===== src/design/wsq_pkg.sv =====
// shared types and constants for the square trajectory sequencer
// no dependencies; compiled first

package wsq_pkg;

  localparam int CoordW     = 11;
  localparam int NumCorners = 4;
  localparam int CfgIdxW    = 3;
  localparam int SegW       = 3;

  typedef logic signed [CoordW-1:0] coord_t;

  typedef struct packed {
    coord_t pan;
    coord_t tilt;
  } point_t;

  // corner order: top left, top right, bottom right, bottom left
  localparam point_t CornerReset [NumCorners] = '{
    '{pan:  11'sd366, tilt: -11'sd472},
    '{pan: -11'sd416, tilt: -11'sd520},
    '{pan: -11'sd436, tilt:  11'sd414},
    '{pan:  11'sd405, tilt:  11'sd408}
  };

  typedef enum logic [1:0] {
    OP_TICK  = 2'd0,
    OP_START = 2'd1,
    OP_STOP  = 2'd2
  } op_e;

  typedef enum logic [2:0] {
    ST_IDLE = 3'b001,
    ST_RUN  = 3'b010,
    ST_STOP = 3'b100
  } state_e;

  localparam logic [1:0] MODE_IDLE = 2'd0;
  localparam logic [1:0] MODE_RUN  = 2'd1;
  localparam logic [1:0] MODE_STOP = 2'd2;

  localparam logic [SegW-1:0] SEG_APPROACH  = 3'd0;
  localparam logic [SegW-1:0] SEG_LAST_EDGE = 3'd4;
  localparam logic [SegW-1:0] SEG_RETURN    = 3'd5;
  localparam logic [SegW-1:0] SEG_DONE      = 3'd6;

  localparam logic [1:0] CORNER_TL = 2'd0;

  localparam logic AXIS_PAN  = 1'b0;
  localparam logic AXIS_TILT = 1'b1;

endpackage


===== src/design/wsq_in_if.sv =====
// input channel of the square trajectory sequencer: valid/ready plus item fields
// depends on wsq_pkg

interface wsq_in_if;
  import wsq_pkg::*;

  logic       valid;
  logic       ready;
  logic [1:0] op;
  logic       laser_fault;
  logic       servo_fault;
  logic       position_read_fault;
  coord_t     reported_pan;
  coord_t     reported_tilt;

  modport source (
    output valid, op, laser_fault, servo_fault, position_read_fault,
    output reported_pan, reported_tilt,
    input  ready
  );

  modport sink (
    input  valid, op, laser_fault, servo_fault, position_read_fault,
    input  reported_pan, reported_tilt,
    output ready
  );
endinterface


===== src/design/wsq_out_if.sv =====
// result channel of the square trajectory sequencer: valid/ready plus result fields
// depends on wsq_pkg

interface wsq_out_if;
  import wsq_pkg::*;

  logic       valid;
  logic       ready;
  logic       command_valid;
  coord_t     command_pan;
  coord_t     command_tilt;
  logic       laser_enable;
  logic [1:0] run_mode;
  logic [2:0] segment_index;

  modport source (
    output valid, command_valid, command_pan, command_tilt,
    output laser_enable, run_mode, segment_index,
    input  ready
  );

  modport sink (
    input  valid, command_valid, command_pan, command_tilt,
    input  laser_enable, run_mode, segment_index,
    output ready
  );
endinterface


===== src/design/wsq_scale.sv =====
// one axis of the interpolator: start + (delta * step) / segment length,
// quotient truncated toward zero, division by reciprocal multiply
// depends on wsq_pkg

module wsq_scale #(
  parameter int ProdW        = 22,
  parameter int MagW         = 20,
  parameter int EdgeSteps    = 200,
  parameter int TransitSteps = 100
) (
  input  logic signed [ProdW-1:0] prod_i,
  input  wsq_pkg::coord_t         start_i,
  input  logic                    transit_i,
  output wsq_pkg::coord_t         cmd_o
);
  import wsq_pkg::*;

  // ceil reciprocal with shift MagW + clog2(len) is exact for any magnitude below 2^MagW
  localparam int RecW      = MagW + 2;
  localparam int ScaledW   = MagW + RecW;
  localparam int EdgeSh    = MagW + $clog2(EdgeSteps);
  localparam int TransitSh = MagW + $clog2(TransitSteps);
  localparam logic [RecW-1:0] EdgeRec =
    RecW'(((64'd1 << EdgeSh) + 64'(EdgeSteps) - 64'd1) / 64'(EdgeSteps));
  localparam logic [RecW-1:0] TransitRec =
    RecW'(((64'd1 << TransitSh) + 64'(TransitSteps) - 64'd1) / 64'(TransitSteps));

  logic                    neg;
  logic signed [ProdW-1:0] abs_prod;
  logic [MagW-1:0]         mag;
  logic [RecW-1:0]         rec;
  logic [ScaledW-1:0]      scaled;
  logic [ScaledW-1:0]      shifted;
  logic [CoordW-1:0]       quot;
  logic [CoordW-1:0]       offset;

  always_comb begin
    neg      = prod_i[ProdW-1];
    abs_prod = neg ? -prod_i : prod_i;
    mag      = abs_prod[MagW-1:0];
    rec      = transit_i ? TransitRec : EdgeRec;
    scaled   = ScaledW'(mag) * ScaledW'(rec);
    shifted  = transit_i ? (scaled >> TransitSh) : (scaled >> EdgeSh);
    // quotient magnitude never exceeds the coordinate range, low bits suffice
    quot     = shifted[CoordW-1:0];
    offset   = neg ? (~quot + 1'b1) : quot;
    cmd_o    = coord_t'(start_i + offset);
  end

endmodule


===== src/design/waypoint_square_trajectory_sequencer_core.sv =====
// Square trajectory sequencer for a pan/tilt laser head.
// Input channel in_i takes one item per transaction (tick, start, stop plus
// fault flags and the reported servo position); output channel out_o returns
// exactly one result per item: command point, laser state, run mode, segment.
// Corner points are written through cfg_we_i / cfg_idx_i / cfg_data_i, one
// coordinate per write; the user must write them only while no item is in
// flight, as the block itself does not enforce it. Sequencer state is updated
// in the cycle an item is accepted; the product delta * step is registered,
// then a reciprocal multiply per axis forms the command into the output
// register. Throughput: one item per cycle while out_o.ready stays high, set by
// the two-stage pipeline of multipliers.
// Reset: idle mode, segment 0, laser off, corners at their default square,
// both pipeline stages empty.
// When the receiver stalls, results back up into the pipeline register and
// in_i.ready falls only once both stages hold an item; nothing is dropped.
// Depends on wsq_pkg, wsq_in_if, wsq_out_if and wsq_scale.

module waypoint_square_trajectory_sequencer_core #(
  parameter int EDGE_STEPS    = 200,
  parameter int TRANSIT_STEPS = 100
) (
  input  logic                              clk_i,
  input  logic                              rst_ni,
  wsq_in_if.sink                            in_i,
  wsq_out_if.source                         out_o,
  input  logic                              cfg_we_i,
  input  logic [wsq_pkg::CfgIdxW-1:0]       cfg_idx_i,
  input  wsq_pkg::coord_t                   cfg_data_i
);
  import wsq_pkg::*;

  localparam int MaxSteps = (EDGE_STEPS > TRANSIT_STEPS) ? EDGE_STEPS : TRANSIT_STEPS;
  localparam int StepW    = $clog2(MaxSteps + 1);
  localparam int DiffW    = CoordW + 1;
  localparam int ProdW    = DiffW + StepW + 1;
  localparam int MagW     = CoordW + StepW;
  localparam logic [StepW-1:0] EdgeLen    = StepW'(EDGE_STEPS);
  localparam logic [StepW-1:0] TransitLen = StepW'(TRANSIT_STEPS);

  // sequencer state
  state_e            state_q, state_d;
  logic [SegW-1:0]   seg_q, seg_d;
  logic [StepW-1:0]  step_q, step_d;
  coord_t            start_pan_q, start_pan_d;
  coord_t            start_tilt_q, start_tilt_d;
  logic              laser_q, laser_d;
  point_t            corner_q [NumCorners];

  // first pipeline stage
  logic                    s1_valid_q;
  logic                    s1_cmd_valid_q, s1_cmd_valid_d;
  logic signed [ProdW-1:0] s1_prod_pan_q, s1_prod_pan_d;
  logic signed [ProdW-1:0] s1_prod_tilt_q, s1_prod_tilt_d;
  coord_t                  s1_start_pan_q, s1_start_pan_d;
  coord_t                  s1_start_tilt_q, s1_start_tilt_d;
  logic                    s1_transit_q;
  logic                    s1_laser_q;
  logic [1:0]              s1_mode_q, s1_mode_d;
  logic [SegW-1:0]         s1_seg_q;

  // output register
  logic       out_valid_q;
  logic       out_cmd_valid_q;
  coord_t     out_pan_q;
  coord_t     out_tilt_q;
  logic       out_laser_q;
  logic [1:0] out_mode_q;
  logic [2:0] out_seg_q;

  logic                    out_ready;
  logic                    accept;
  logic                    s1_advance;
  logic                    seg_transit;
  logic [StepW-1:0]        seg_len;
  logic [StepW-1:0]        step_inc;
  logic [1:0]              corner_sel;
  point_t                  end_pt;
  logic signed [DiffW-1:0] diff_pan;
  logic signed [DiffW-1:0] diff_tilt;
  logic signed [ProdW-1:0] prod_pan;
  logic signed [ProdW-1:0] prod_tilt;
  logic                    safe;
  logic                    calc;
  coord_t                  cmd_pan;
  coord_t                  cmd_tilt;

  assign out_ready  = !out_valid_q || out_o.ready;
  assign in_i.ready = !s1_valid_q || out_ready;
  assign accept     = in_i.valid && in_i.ready;
  assign s1_advance = s1_valid_q && out_ready;

  // segment geometry
  always_comb begin
    seg_transit = (seg_q == SEG_APPROACH) || (seg_q == SEG_RETURN);
    seg_len     = seg_transit ? TransitLen : EdgeLen;
    step_inc    = (step_q < seg_len) ? step_q + 1'b1 : step_q;
    corner_sel  = (seg_q == SEG_LAST_EDGE) ? CORNER_TL : seg_q[1:0];
    end_pt      = (seg_q == SEG_RETURN) ? '0 : corner_q[corner_sel];
    diff_pan    = DiffW'(end_pt.pan) - DiffW'(start_pan_q);
    diff_tilt   = DiffW'(end_pt.tilt) - DiffW'(start_tilt_q);
    prod_pan    = ProdW'(diff_pan) * ProdW'($signed({1'b0, step_inc}));
    prod_tilt   = ProdW'(diff_tilt) * ProdW'($signed({1'b0, step_inc}));
  end

  // item decode and state update
  always_comb begin
    state_d        = state_q;
    seg_d          = seg_q;
    step_d         = step_q;
    start_pan_d    = start_pan_q;
    start_tilt_d   = start_tilt_q;
    laser_d        = laser_q;
    s1_cmd_valid_d = 1'b0;
    safe           = 1'b0;
    calc           = 1'b0;

    case (in_i.op)
      OP_START: begin
        laser_d = 1'b0;
        seg_d   = '0;
        step_d  = '0;
        if (in_i.position_read_fault) begin
          safe = 1'b1;
        end else begin
          start_pan_d  = in_i.reported_pan;
          start_tilt_d = in_i.reported_tilt;
          state_d      = ST_RUN;
        end
      end
      OP_STOP: begin
        safe = 1'b1;
      end
      OP_TICK: begin
        unique case (state_q) inside
          ST_RUN: begin
            if (in_i.laser_fault) begin
              safe = 1'b1;
            end else if (seg_q >= SEG_DONE) begin
              laser_d        = 1'b0;
              s1_cmd_valid_d = 1'b1;
              state_d        = ST_IDLE;
            end else begin
              step_d         = step_inc;
              s1_cmd_valid_d = 1'b1;
              calc           = 1'b1;
              if (in_i.servo_fault) begin
                safe = 1'b1;
              end else if (step_inc >= seg_len) begin
                if (seg_q == SEG_APPROACH) begin
                  laser_d = 1'b1;
                end else if (seg_q == SEG_LAST_EDGE) begin
                  laser_d = 1'b0;
                end
                seg_d = seg_q + 1'b1;
                if (seg_q == SEG_RETURN) begin
                  laser_d = 1'b0;
                  state_d = ST_IDLE;
                end else if (in_i.position_read_fault) begin
                  safe = 1'b1;
                end else begin
                  start_pan_d  = in_i.reported_pan;
                  start_tilt_d = in_i.reported_tilt;
                  step_d       = '0;
                end
              end
            end
          end
          ST_IDLE, ST_STOP: begin
          end
          default: begin
            safe = 1'b1;
          end
        endcase
      end
      default: begin
      end
    endcase

    if (safe) begin
      laser_d        = 1'b0;
      state_d        = ST_STOP;
      s1_cmd_valid_d = 1'b1;
      calc           = 1'b0;
    end

    // a zero product from a zero start gives the centre / blank command
    s1_prod_pan_d   = calc ? prod_pan : '0;
    s1_prod_tilt_d  = calc ? prod_tilt : '0;
    s1_start_pan_d  = calc ? start_pan_q : '0;
    s1_start_tilt_d = calc ? start_tilt_q : '0;

    unique case (state_d)
      ST_RUN:  s1_mode_d = MODE_RUN;
      ST_STOP: s1_mode_d = MODE_STOP;
      default: s1_mode_d = MODE_IDLE;
    endcase
  end

  always_ff @(posedge clk_i or negedge rst_ni) begin
    if (!rst_ni) begin
      state_q      <= ST_IDLE;
      seg_q        <= '0;
      step_q       <= '0;
      start_pan_q  <= '0;
      start_tilt_q <= '0;
      laser_q      <= 1'b0;
    end else if (accept) begin
      state_q      <= state_d;
      seg_q        <= seg_d;
      step_q       <= step_d;
      start_pan_q  <= start_pan_d;
      start_tilt_q <= start_tilt_d;
      laser_q      <= laser_d;
    end
  end

  // corner registers: index bits [2:1] pick the corner, bit 0 the axis
  always_ff @(posedge clk_i or negedge rst_ni) begin
    if (!rst_ni) begin
      corner_q <= CornerReset;
    end else if (cfg_we_i) begin
      if (cfg_idx_i[0] == AXIS_TILT) begin
        corner_q[cfg_idx_i[2:1]].tilt <= cfg_data_i;
      end else begin
        corner_q[cfg_idx_i[2:1]].pan <= cfg_data_i;
      end
    end
  end

  always_ff @(posedge clk_i or negedge rst_ni) begin
    if (!rst_ni) begin
      s1_valid_q <= 1'b0;
    end else if (accept) begin
      s1_valid_q <= 1'b1;
    end else if (out_ready) begin
      s1_valid_q <= 1'b0;
    end
  end

  always_ff @(posedge clk_i) begin
    if (accept) begin
      s1_cmd_valid_q  <= s1_cmd_valid_d;
      s1_prod_pan_q   <= s1_prod_pan_d;
      s1_prod_tilt_q  <= s1_prod_tilt_d;
      s1_start_pan_q  <= s1_start_pan_d;
      s1_start_tilt_q <= s1_start_tilt_d;
      s1_transit_q    <= seg_transit;
      s1_laser_q      <= laser_d;
      s1_mode_q       <= s1_mode_d;
      s1_seg_q        <= seg_d;
    end
  end

  wsq_scale #(
    .ProdW        (ProdW),
    .MagW         (MagW),
    .EdgeSteps    (EDGE_STEPS),
    .TransitSteps (TRANSIT_STEPS)
  ) u_scale_pan (
    .prod_i    (s1_prod_pan_q),
    .start_i   (s1_start_pan_q),
    .transit_i (s1_transit_q),
    .cmd_o     (cmd_pan)
  );

  wsq_scale #(
    .ProdW        (ProdW),
    .MagW         (MagW),
    .EdgeSteps    (EDGE_STEPS),
    .TransitSteps (TRANSIT_STEPS)
  ) u_scale_tilt (
    .prod_i    (s1_prod_tilt_q),
    .start_i   (s1_start_tilt_q),
    .transit_i (s1_transit_q),
    .cmd_o     (cmd_tilt)
  );

  always_ff @(posedge clk_i or negedge rst_ni) begin
    if (!rst_ni) begin
      out_valid_q <= 1'b0;
    end else if (s1_advance) begin
      out_valid_q <= 1'b1;
    end else if (out_o.ready) begin
      out_valid_q <= 1'b0;
    end
  end

  always_ff @(posedge clk_i) begin
    if (s1_advance) begin
      out_cmd_valid_q <= s1_cmd_valid_q;
      out_pan_q       <= cmd_pan;
      out_tilt_q      <= cmd_tilt;
      out_laser_q     <= s1_laser_q;
      out_mode_q      <= s1_mode_q;
      out_seg_q       <= s1_seg_q;
    end
  end

  assign out_o.valid         = out_valid_q;
  assign out_o.command_valid = out_cmd_valid_q;
  assign out_o.command_pan   = out_pan_q;
  assign out_o.command_tilt  = out_tilt_q;
  assign out_o.laser_enable  = out_laser_q;
  assign out_o.run_mode      = out_mode_q;
  assign out_o.segment_index = out_seg_q;

endmodule

===== src/flat_wrapper.sv =====
// flat-port wrapper written by rule: the top's interface ports become plain ports
module waypoint_square_trajectory_sequencer_core_flat import wsq_pkg::*;
#(
  parameter int EDGE_STEPS    = 200,
  parameter int TRANSIT_STEPS = 100
)
  (clk_i, rst_ni, cfg_we_i, cfg_idx_i, cfg_data_i, in_i_valid, in_i_op, in_i_laser_fault, in_i_servo_fault, in_i_position_read_fault, in_i_reported_pan, in_i_reported_tilt, in_i_ready, out_o_valid, out_o_command_valid, out_o_command_pan, out_o_command_tilt, out_o_laser_enable, out_o_run_mode, out_o_segment_index, out_o_ready);
  wsq_in_if in_i_i ();
  wsq_out_if out_o_i ();
  input  logic clk_i;
  input  logic rst_ni;
  input  logic cfg_we_i;
  input  logic [wsq_pkg::CfgIdxW-1:0] cfg_idx_i;
  input  wsq_pkg::coord_t cfg_data_i;
  input wire logic [$bits(in_i_i.valid)-1:0] in_i_valid;
  input wire logic [$bits(in_i_i.op)-1:0] in_i_op;
  input wire logic [$bits(in_i_i.laser_fault)-1:0] in_i_laser_fault;
  input wire logic [$bits(in_i_i.servo_fault)-1:0] in_i_servo_fault;
  input wire logic [$bits(in_i_i.position_read_fault)-1:0] in_i_position_read_fault;
  input wire logic [$bits(in_i_i.reported_pan)-1:0] in_i_reported_pan;
  input wire logic [$bits(in_i_i.reported_tilt)-1:0] in_i_reported_tilt;
  output wire logic [$bits(in_i_i.ready)-1:0] in_i_ready;
  output wire logic [$bits(out_o_i.valid)-1:0] out_o_valid;
  output wire logic [$bits(out_o_i.command_valid)-1:0] out_o_command_valid;
  output wire logic [$bits(out_o_i.command_pan)-1:0] out_o_command_pan;
  output wire logic [$bits(out_o_i.command_tilt)-1:0] out_o_command_tilt;
  output wire logic [$bits(out_o_i.laser_enable)-1:0] out_o_laser_enable;
  output wire logic [$bits(out_o_i.run_mode)-1:0] out_o_run_mode;
  output wire logic [$bits(out_o_i.segment_index)-1:0] out_o_segment_index;
  input wire logic [$bits(out_o_i.ready)-1:0] out_o_ready;
  assign in_i_i.valid = in_i_valid;
  assign in_i_i.op = in_i_op;
  assign in_i_i.laser_fault = in_i_laser_fault;
  assign in_i_i.servo_fault = in_i_servo_fault;
  assign in_i_i.position_read_fault = in_i_position_read_fault;
  assign in_i_i.reported_pan = in_i_reported_pan;
  assign in_i_i.reported_tilt = in_i_reported_tilt;
  assign in_i_ready = in_i_i.ready;
  assign out_o_valid = out_o_i.valid;
  assign out_o_command_valid = out_o_i.command_valid;
  assign out_o_command_pan = out_o_i.command_pan;
  assign out_o_command_tilt = out_o_i.command_tilt;
  assign out_o_laser_enable = out_o_i.laser_enable;
  assign out_o_run_mode = out_o_i.run_mode;
  assign out_o_segment_index = out_o_i.segment_index;
  assign out_o_i.ready = out_o_ready;
  waypoint_square_trajectory_sequencer_core #(.EDGE_STEPS(EDGE_STEPS), .TRANSIT_STEPS(TRANSIT_STEPS)) u_core (.clk_i(clk_i), .rst_ni(rst_ni), .in_i(in_i_i), .out_o(out_o_i), .cfg_we_i(cfg_we_i), .cfg_idx_i(cfg_idx_i), .cfg_data_i(cfg_data_i));
endmodule

===== config.mk =====
export PLATFORM = sky130hd
export DESIGN_NAME = waypoint_square_trajectory_sequencer_core_flat
export DESIGN_NICKNAME = d
export VERILOG_FILES = /design/src/design/wsq_pkg.sv /design/src/design/wsq_in_if.sv /design/src/design/wsq_out_if.sv /design/src/design/wsq_scale.sv /design/src/design/waypoint_square_trajectory_sequencer_core.sv /design/src/flat_wrapper.sv
export SDC_FILE = /design/constraint.sdc
export NUM_CORES = 2
export LEC_CHECK = 0
export ABC_AREA = 1
export ABC_CLOCK_PERIOD_IN_PS = 8500
export BUFFER_PORTS_ARGS = -buffer_cell sky130_fd_sc_hd__buf_2
export CAP_MARGIN = 10
export CORE_MARGIN = 2
export CORE_UTILIZATION = 55
export DETAILED_ROUTE_END_ITERATION = 8
export GPL_TIMING_DRIVEN = 0
export PLACE_DENSITY = 0.74
export SLEW_MARGIN = 20
export SYNTH_ARGS = -nofsm -noshare
export SYNTH_HDL_FRONTEND = slang
export SYNTH_SLANG_ARGS = --single-unit

===== constraint.sdc =====
create_clock -name clk_i -period 8.5 [get_ports clk_i]
set_clock_uncertainty 0.2 [all_clocks]
set_input_delay 1.7 -clock clk_i [delete_from_list [all_inputs] [get_ports clk_i]]
set_output_delay 1.7 -clock clk_i [all_outputs]
set_load 0.02 [all_outputs]

# ---- Word level (Yosys, flattened, before mapping)
# Cells that the tools add are included.
dict set report totals {
  output_inout_bits 31
  elab_cells 176
  reg_bits 228
  inputBits 46
}
dict set report op_classes {
  n_lt_le_gt_ge 6
  n_bitwise 4
  multipliers 4
  n_addsub 10
  n_reduce_logical 16
  n_mux 90
  eq_ne 15
}
# operator count
set ops {}
lappend ops {{two-way mux 11 bit} 19}
lappend ops {{bitwise mux 88 bit} 2}
lappend ops {{demux 22 bit (select 2 bit)} 2}
lappend ops {{two-way mux 22 bit} 4}
lappend ops {{two-way mux 88 bit} 1}
lappend ops {{multiplier 19 x 20 -> 38 bit (second input constant)} 2}
lappend ops {{two-way mux 8 bit} 9}
lappend ops {{binary-select mux 22 bit (select 2 bit)} 1}
lappend ops {{case mux 11 bit (2 select lines)} 2}
lappend ops {{multiplier 12 x 9 -> 21 bit} 2}
lappend ops {{two-way mux 3 bit} 13}
lappend ops {{two-way mux 19 bit} 2}
lappend ops {{negator 19 bit} 2}
lappend ops {{two-way mux 1 bit} 27}
lappend ops {{subtractor 11 x 11 -> 12 bit} 2}
lappend ops {{adder 11 x 1 -> 11 bit (second input constant)} 2}
lappend ops {{adder 11 bit} 2}
lappend ops {{NOT 11 bit} 2}
lappend ops {{case mux 8 bit (2 select lines)} 1}
lappend ops {{equality test 3 bit (second input constant)} 4}
lappend ops {{case mux 3 bit (2 select lines)} 2}
lappend ops {{>= comparator 3 bit (second input constant)} 3}
lappend ops {{adder 8 x 1 -> 8 bit (second input constant)} 1}
lappend ops {{>= comparator 8 bit} 1}
lappend ops {{23 further kinds} 37}

# ---- Depth between registers and ports, before layout
dict set report depth {
  word_depth 15
  depth_mapped 57
  ltp_nobuf 57
}

# ---- Hierarchy
# From an unflattened synthesis, not the netlist that was laid out.
dict set report hier_totals {
  hier_cells 4189
  area_unflattened_um2 34067.7
}
# module n_inst cells_each area_each_um2 seq_area_each_um2
set modules_own_cells {}
lappend modules_own_cells {waypoint_square_trajectory_sequencer_core 1 2028 17874.6 6263.5}
lappend modules_own_cells {{wsq_scale (u_core.u_scale_pan)} 1 1082 8110.3 0.0}
lappend modules_own_cells {{wsq_scale (u_core.u_scale_tilt)} 1 1079 8082.8 0.0}

# ---- Worst setup path before layout
# Ideal clock, no wire load.
dict set report synth_path {
  kind {register to register}
  start {register u_core.s1_prod_pan_q[0]}
  end {register u_core.out_pan_q[10] (netlist: u_core.out_o.command_pan[10]), data pin}
  required_ns 8.047
  setup_ns 0.253
  synth_period_minus_slack_ns 9.195
  stages_incl_launch_ff 54
  arrival_ns 8.742
  slack_ns -0.695
  n_path_buf 0
  cell_sequence {edfxtp_1 -> inv_1 -> nand3_1 -> nor2_1 -> nand2_1 -> o21ai_0 -> xor2_1 -> inv_1 -> nor2_1 -> or2_2 -> inv_1 -> ha_1 -> nor2_1 -> inv_1 -> fa_1 -> fa_1 -> inv_1 -> fa_1 -> (+18 left out) -> inv_1 -> ha_1 -> nand3_1 -> nand2_1 -> nand2_1 -> nand2_1 -> a21oi_1 -> o21ai_0 -> nand2_1 -> nand2_1 -> a21oi_1 -> or2_2 -> nand2_1 -> nand3_1 -> nand2_1 -> inv_1 -> nand3_1 -> nand2_1}
}
dict set report synth_between {
  elab_chain_len 8
}
# element line_no
set synth_lines {}
lappend synth_lines {{from (decl)} waypoint_square_trajectory_sequencer_core.sv:52} ;# logic signed [ProdW-1:0] s1_prod_pan_q, s1_prod_pan_d;
lappend synth_lines {{from (signal assigned)} waypoint_square_trajectory_sequencer_core.sv:243} ;# s1_prod_pan_q <= s1_prod_pan_d;
lappend synth_lines {{negator 19 bit} wsq_scale.sv:39} ;# abs_prod = neg ? -prod_i : prod_i;
lappend synth_lines {{two-way mux 19 bit (*)} wsq_scale.sv:39}
lappend synth_lines {{multiplier 19 x 20 -> 38 bit (*)} wsq_scale.sv:42} ;# scaled = ScaledW'(mag) * ScaledW'(rec);
lappend synth_lines {{two-way mux 11 bit (*)} wsq_scale.sv:43} ;# shifted = transit_i ? (scaled >> TransitSh) : (scaled >> EdgeSh);
lappend synth_lines {{NOT 11 bit} wsq_scale.sv:46} ;# offset = neg ? (~quot + 1'b1) : quot;
lappend synth_lines {{adder 11 x 1 -> 11 bit} wsq_scale.sv:46}
lappend synth_lines {{two-way mux 11 bit (*)} wsq_scale.sv:46}
lappend synth_lines {{adder 11 bit (*)} wsq_scale.sv:47} ;# cmd_o = coord_t'(start_i + offset);
lappend synth_lines {{via u_core.cmd_pan[10]} waypoint_square_trajectory_sequencer_core.sv:84} ;# coord_t cmd_pan;
lappend synth_lines {{to (signal assigned)} waypoint_square_trajectory_sequencer_core.sv:291} ;# out_pan_q <= cmd_pan;
lappend synth_lines {{to (decl)} waypoint_square_trajectory_sequencer_core.sv:64} ;# coord_t out_pan_q;
# The timed path passes the listed nets; every way through them passes the cells marked *.
# A chain may end at the register's enable or synchronous reset.

# ---- Worst setup path after layout
dict set report layout_path {
  start {register u_core.s1_prod_tilt_q[0]}
  end {register u_core.out_tilt_q[10] (netlist: u_core.out_o.command_tilt[10]), data pin}
}
dict set report layout_between {
  elab_chain_len 8
}
# element line_no
set layout_lines {}
lappend layout_lines {{from (decl)} waypoint_square_trajectory_sequencer_core.sv:53} ;# logic signed [ProdW-1:0] s1_prod_tilt_q, s1_prod_tilt_d;
lappend layout_lines {{from (signal assigned)} waypoint_square_trajectory_sequencer_core.sv:244} ;# s1_prod_tilt_q <= s1_prod_tilt_d;
lappend layout_lines {{negator 19 bit} wsq_scale.sv:39}
lappend layout_lines {{two-way mux 19 bit (*)} wsq_scale.sv:39}
lappend layout_lines {{multiplier 19 x 20 -> 38 bit (*)} wsq_scale.sv:42}
lappend layout_lines {{two-way mux 11 bit (*)} wsq_scale.sv:43}
lappend layout_lines {{NOT 11 bit} wsq_scale.sv:46}
lappend layout_lines {{adder 11 x 1 -> 11 bit} wsq_scale.sv:46}
lappend layout_lines {{two-way mux 11 bit (*)} wsq_scale.sv:46}
lappend layout_lines {{adder 11 bit (*)} wsq_scale.sv:47}
lappend layout_lines {{via u_core.cmd_tilt[10]} waypoint_square_trajectory_sequencer_core.sv:85} ;# coord_t cmd_tilt;
lappend layout_lines {{to (signal assigned)} waypoint_square_trajectory_sequencer_core.sv:292} ;# out_tilt_q <= cmd_tilt;
lappend layout_lines {{to (decl)} waypoint_square_trajectory_sequencer_core.sv:65} ;# coord_t out_tilt_q;
# Marks and branches as above.

==> flow_metrics.py <==
metrics = {
    "yosys": {
        "synth_cell_type_count": 51,
        "synth_edf_count": 99,
        "synth_seq_cells": 226,
        "syn_inst": 4108,
        "synthArstFlopShare_pct": 56.19,
        "ys.flop_type": "edfxtp_1",
        "synthTopCellsByArea": "fa_1, ha_1, inv_1",
        "synth_top_area_share_pct": 24.30,
        "synth.avg_cell_area_sq_um": 8.161,
        "synth_area_sq_um": 33520,
        "synth_nets": 5019,
        "ys_seq_area_share_pct": 18.50,
        "synth_top_cell_by_area": "fa_1",
        "ys_warn_count": 0,
    },
    "floorplan": {
        "fp.dieH_um": 250.9,
        "coreArea_sq_um": 60360,
        "die-area_sq_um": 62950,
        "dieWidth_um": 250.9,
        "num_io_pins": 77,
        "start_util_pct": 55.54,
        "rows": 90,
    },
    "outcome": {
        "violations": "negative setup slack",
        "outcome": "finished with violations",
    },
    "worst_setup_path": {
        "start_kind": "register",
        "arrival_ns": 9.29,
        "cp-end-kind": "register",
        "crit_slowest_cell": "fa_1",
        "criticalPathCategory": "register to register",
        "cpPeakStageDelay_ns": 0.55,
        "critPathMostFrequentCell": "nand2_1",
        "cp_max_fo": 4,
        "worstPathRequired_ns": 8.61,
    },
    "clocking": {
        "cts_tree": "yes",
        "clock_path_buffers": 3,
        "clk_pin_slew_ns": 0.06,
        "htreeDepth": 1,
        "cts_hold_buf": 0,
        "clock_sinks": 226,
        "numCtsBuffers": 26,
        "cts-root-buf": "clkbuf_16",
        "clk_latency_ns": 0.56,
    },
    "layout": {
        "final_nets": 5335,
        "drive_gt1_share_pct": 19.98,
        "antenna_cells": 0,
        "fin_area_sq_um": 40050,
        "area_growth_pct": 19.46,
        "fin_cells": 5226,
        "final_util_pct": 66.35,
    },
    "placed_design": {
        "place.gp.congestion": 0.9530,
        "post-dp-hpwl_mm": 69.42,
        "dp_cells": 4968,
        "io_buffers": 76,
        "placed_cell_area_sq_um": 35230,
    },
    "timing": {
        "period_minus_slack_ns": 9.180,
        "rsz0062_at_grt": "yes",
        "tightest_slew_ns": 0.9097,
        "finalHoldViolCount": 0,
        "slew_violations": 0,
        "finalSetupTns_ns": -2.957,
        "timing.final.crit_share_pct": 108.0,
        "slew_headroom_pct": 39.03,
        "setup_violations": 11,
        "fmax_mhz": 108.9,
        "fin_ws_ns": -0.6803,
    },
    "min_path": {
        "hold_path.class": "register to register",
    },
    "global_route": {
        "grt_max_degree": 80,
        "first_global_vias": 28317,
        "grt_first_pass_wirelength_mm": 142.6,
        "grtUsageTotal_pct": 28.28,
        "overflow": 0,
        "antenna_found_initial": 1,
    },
    "detailed_routing": {
        "drc_errors": 0,
        "drt_pass1_iterations": 6,
        "first_iter_violations": 2186,
        "vias": 28358,
        "wl_mm": 92.70,
        "via_per_inst": 5.426,
        "post_drt_wl_per_cell_um": 17.74,
        "postRouteAntennaNets": 0,
    },
    "flow_run": {
        "max_cap_viol_count": 0,
    },
}
stage by stage:
stage                     hold WS (ns)  worst slack [ns]
final                           0.2179           -0.6803
after global routing            0.2273           -0.9680
after CTS                       0.2188           -0.2444
after detailed placement        0.2045            -1.741
after global placement          0.2023            -1.635
after floorplan                 0.2003          0.001334
registers in the layout (all words and copies together), names as in the netlist, 2 cells and up:
register / cells
u_core.corner_q: 88
u_core.s1_prod_pan_q: 20
u_core.s1_prod_tilt_q: 20
u_core.out_o.command_pan: 11
u_core.out_o.command_tilt: 11
u_core.s1_start_pan_q: 11
u_core.s1_start_tilt_q: 11
u_core.start_pan_q: 11
u_core.start_tilt_q: 11
u_core.step_q: 8
u_core.out_o.segment_index: 3
u_core.s1_seg_q: 3
u_core.seg_q: 3
u_core.state_q: 3
u_core.out_o.run_mode: 2
u_core.s1_mode_q: 2
cell usage after synthesis, types with 2 or more instances:
cell and n:
nor4_1 6, o22ai_1 2, xor2_1 82, a21o_1 16, nand3b_1 10, nor2_1 349, o31ai_1 3, nand3_1 151
nand2_4 2, a31oi_1 22, dfrtp_1 85, nand2_1 679, dfstp_2 42, xnor2_1 33, nor3_1 31, buf_2 10
o21bai_1 10, o221ai_1 3, nor2_4 20, a211oi_1 4, buf_8 2, ha_1 458, nand3_2 2, a21boi_0 8
inv_1 1051, a21oi_1 170, edfxtp_1 99, clkinv_1 4, nand2_2 5, or2_2 29, fa_1 407, buf_1 4
nand4_1 13, o21a_1 8, o21ai_0 181, o211ai_1 33, o32ai_1 8, inv_2 3, clkbuf_1 51
metal layers:
layer / GRT usage [%] / share of wire (%)
met5: 0 / 0.014
met4: 11.17 / 4.9
met3: 3.365 / 6.0
met2: 48.08 / 48
met1: 37.08 / 41
layout by cell type, fill, tap and decap left out, drive strengths merged, types with 2 or more instances in the layout:
cell / count
o31ai: 3
nand2: 686
nor2: 369
clkinvlp: 2
fa: 407
clkbuf: 81
a31oi: 22
nor4: 6
buf: 309
o21bai: 10
clkinv: 14
o211ai: 33
o21a: 8
or2: 29
ha: 458
nand4: 13
dfrtp: 85
nor3: 32
inv: 1055
a21oi: 171
xnor2: 33
nand3: 153
a211oi: 4
o22ai: 2
dfstp: 42
a2111oi: 2
edfxtp: 99
xor2: 82
o21ai: 182
a21boi: 8
a21o: 16
o221ai: 3
o32ai: 8
nand3b: 10
path summary, 6_finish.rpt:
path                       depth (start not counted)                            end  slack, ns                startpoint
max in group asynchronous                          2            u_core.corner_q[64]       6.53                    rst_ni
setup / recovery                                  48  u_core.out_o.command_tilt[10]      -0.68  u_core.s1_prod_tilt_q[0]
hold reg to reg                                    0  u_core.out_o.segment_index[1]       0.22        u_core.s1_seg_q[1]
setup reg to reg                                  48  u_core.out_o.command_tilt[10]      -0.68  u_core.s1_prod_tilt_q[0]
min in group asynchronous                          1            u_core.corner_q[32]       0.83                    rst_ni
hold / removal                                     0  u_core.out_o.segment_index[1]       0.22        u_core.s1_seg_q[1]
worst max-delay path: cells and delay by family (launching register included):
family	cells	cell delay, ns
adders and majority gates	10	3.49
DFF	1	0.49
buffers and inverters	10	0.90
and+or+nand+nor	17	1.75
xor gates and xnor gates	3	0.81
AOI/OAI and AO/OA	8	1.30
logic make-up (layout without fill, tap and decap cells):
kind of cell	Yosys count	after routing	share of synthesized area, %
AO/OA/AOI/OAI	475	475	8.006
XOR/XNOR	115	115	3.004
adder cells (fa/ha/maj)	865	865	41.40
buffers and inverters	1126	1462	12.76
flip-flops	226	226	18.50
AND/OR/NAND/NOR	1301	1301	16.33
area by class of cell:
type / instances / area, sq um
plain buffers: 66 / 335.3
clock buffers: 34 / 700.7
clock inverters: 14 / 118.9
fillers: 4770 / 20310
inverters: 1058 / 4008
multi-input cells: 2756 / 25490
flip-flops and latches: 226 / 6206
well taps: 782 / 978.4
repair buffers: 290 / 2208
what timing repair did:
| item | 4_1_cts | 5_1_grt |
|---|---|---|
| resized for setup | 271 | 302 |
| buffers inserted | 131 | 87 |
| pin swaps | 121 | 164 |
| setup endpoints to repair | 36 | 30 |
Power is not shown: default switching activity piles up to over one toggle a cycle in this logic, so the estimate is an artifact.
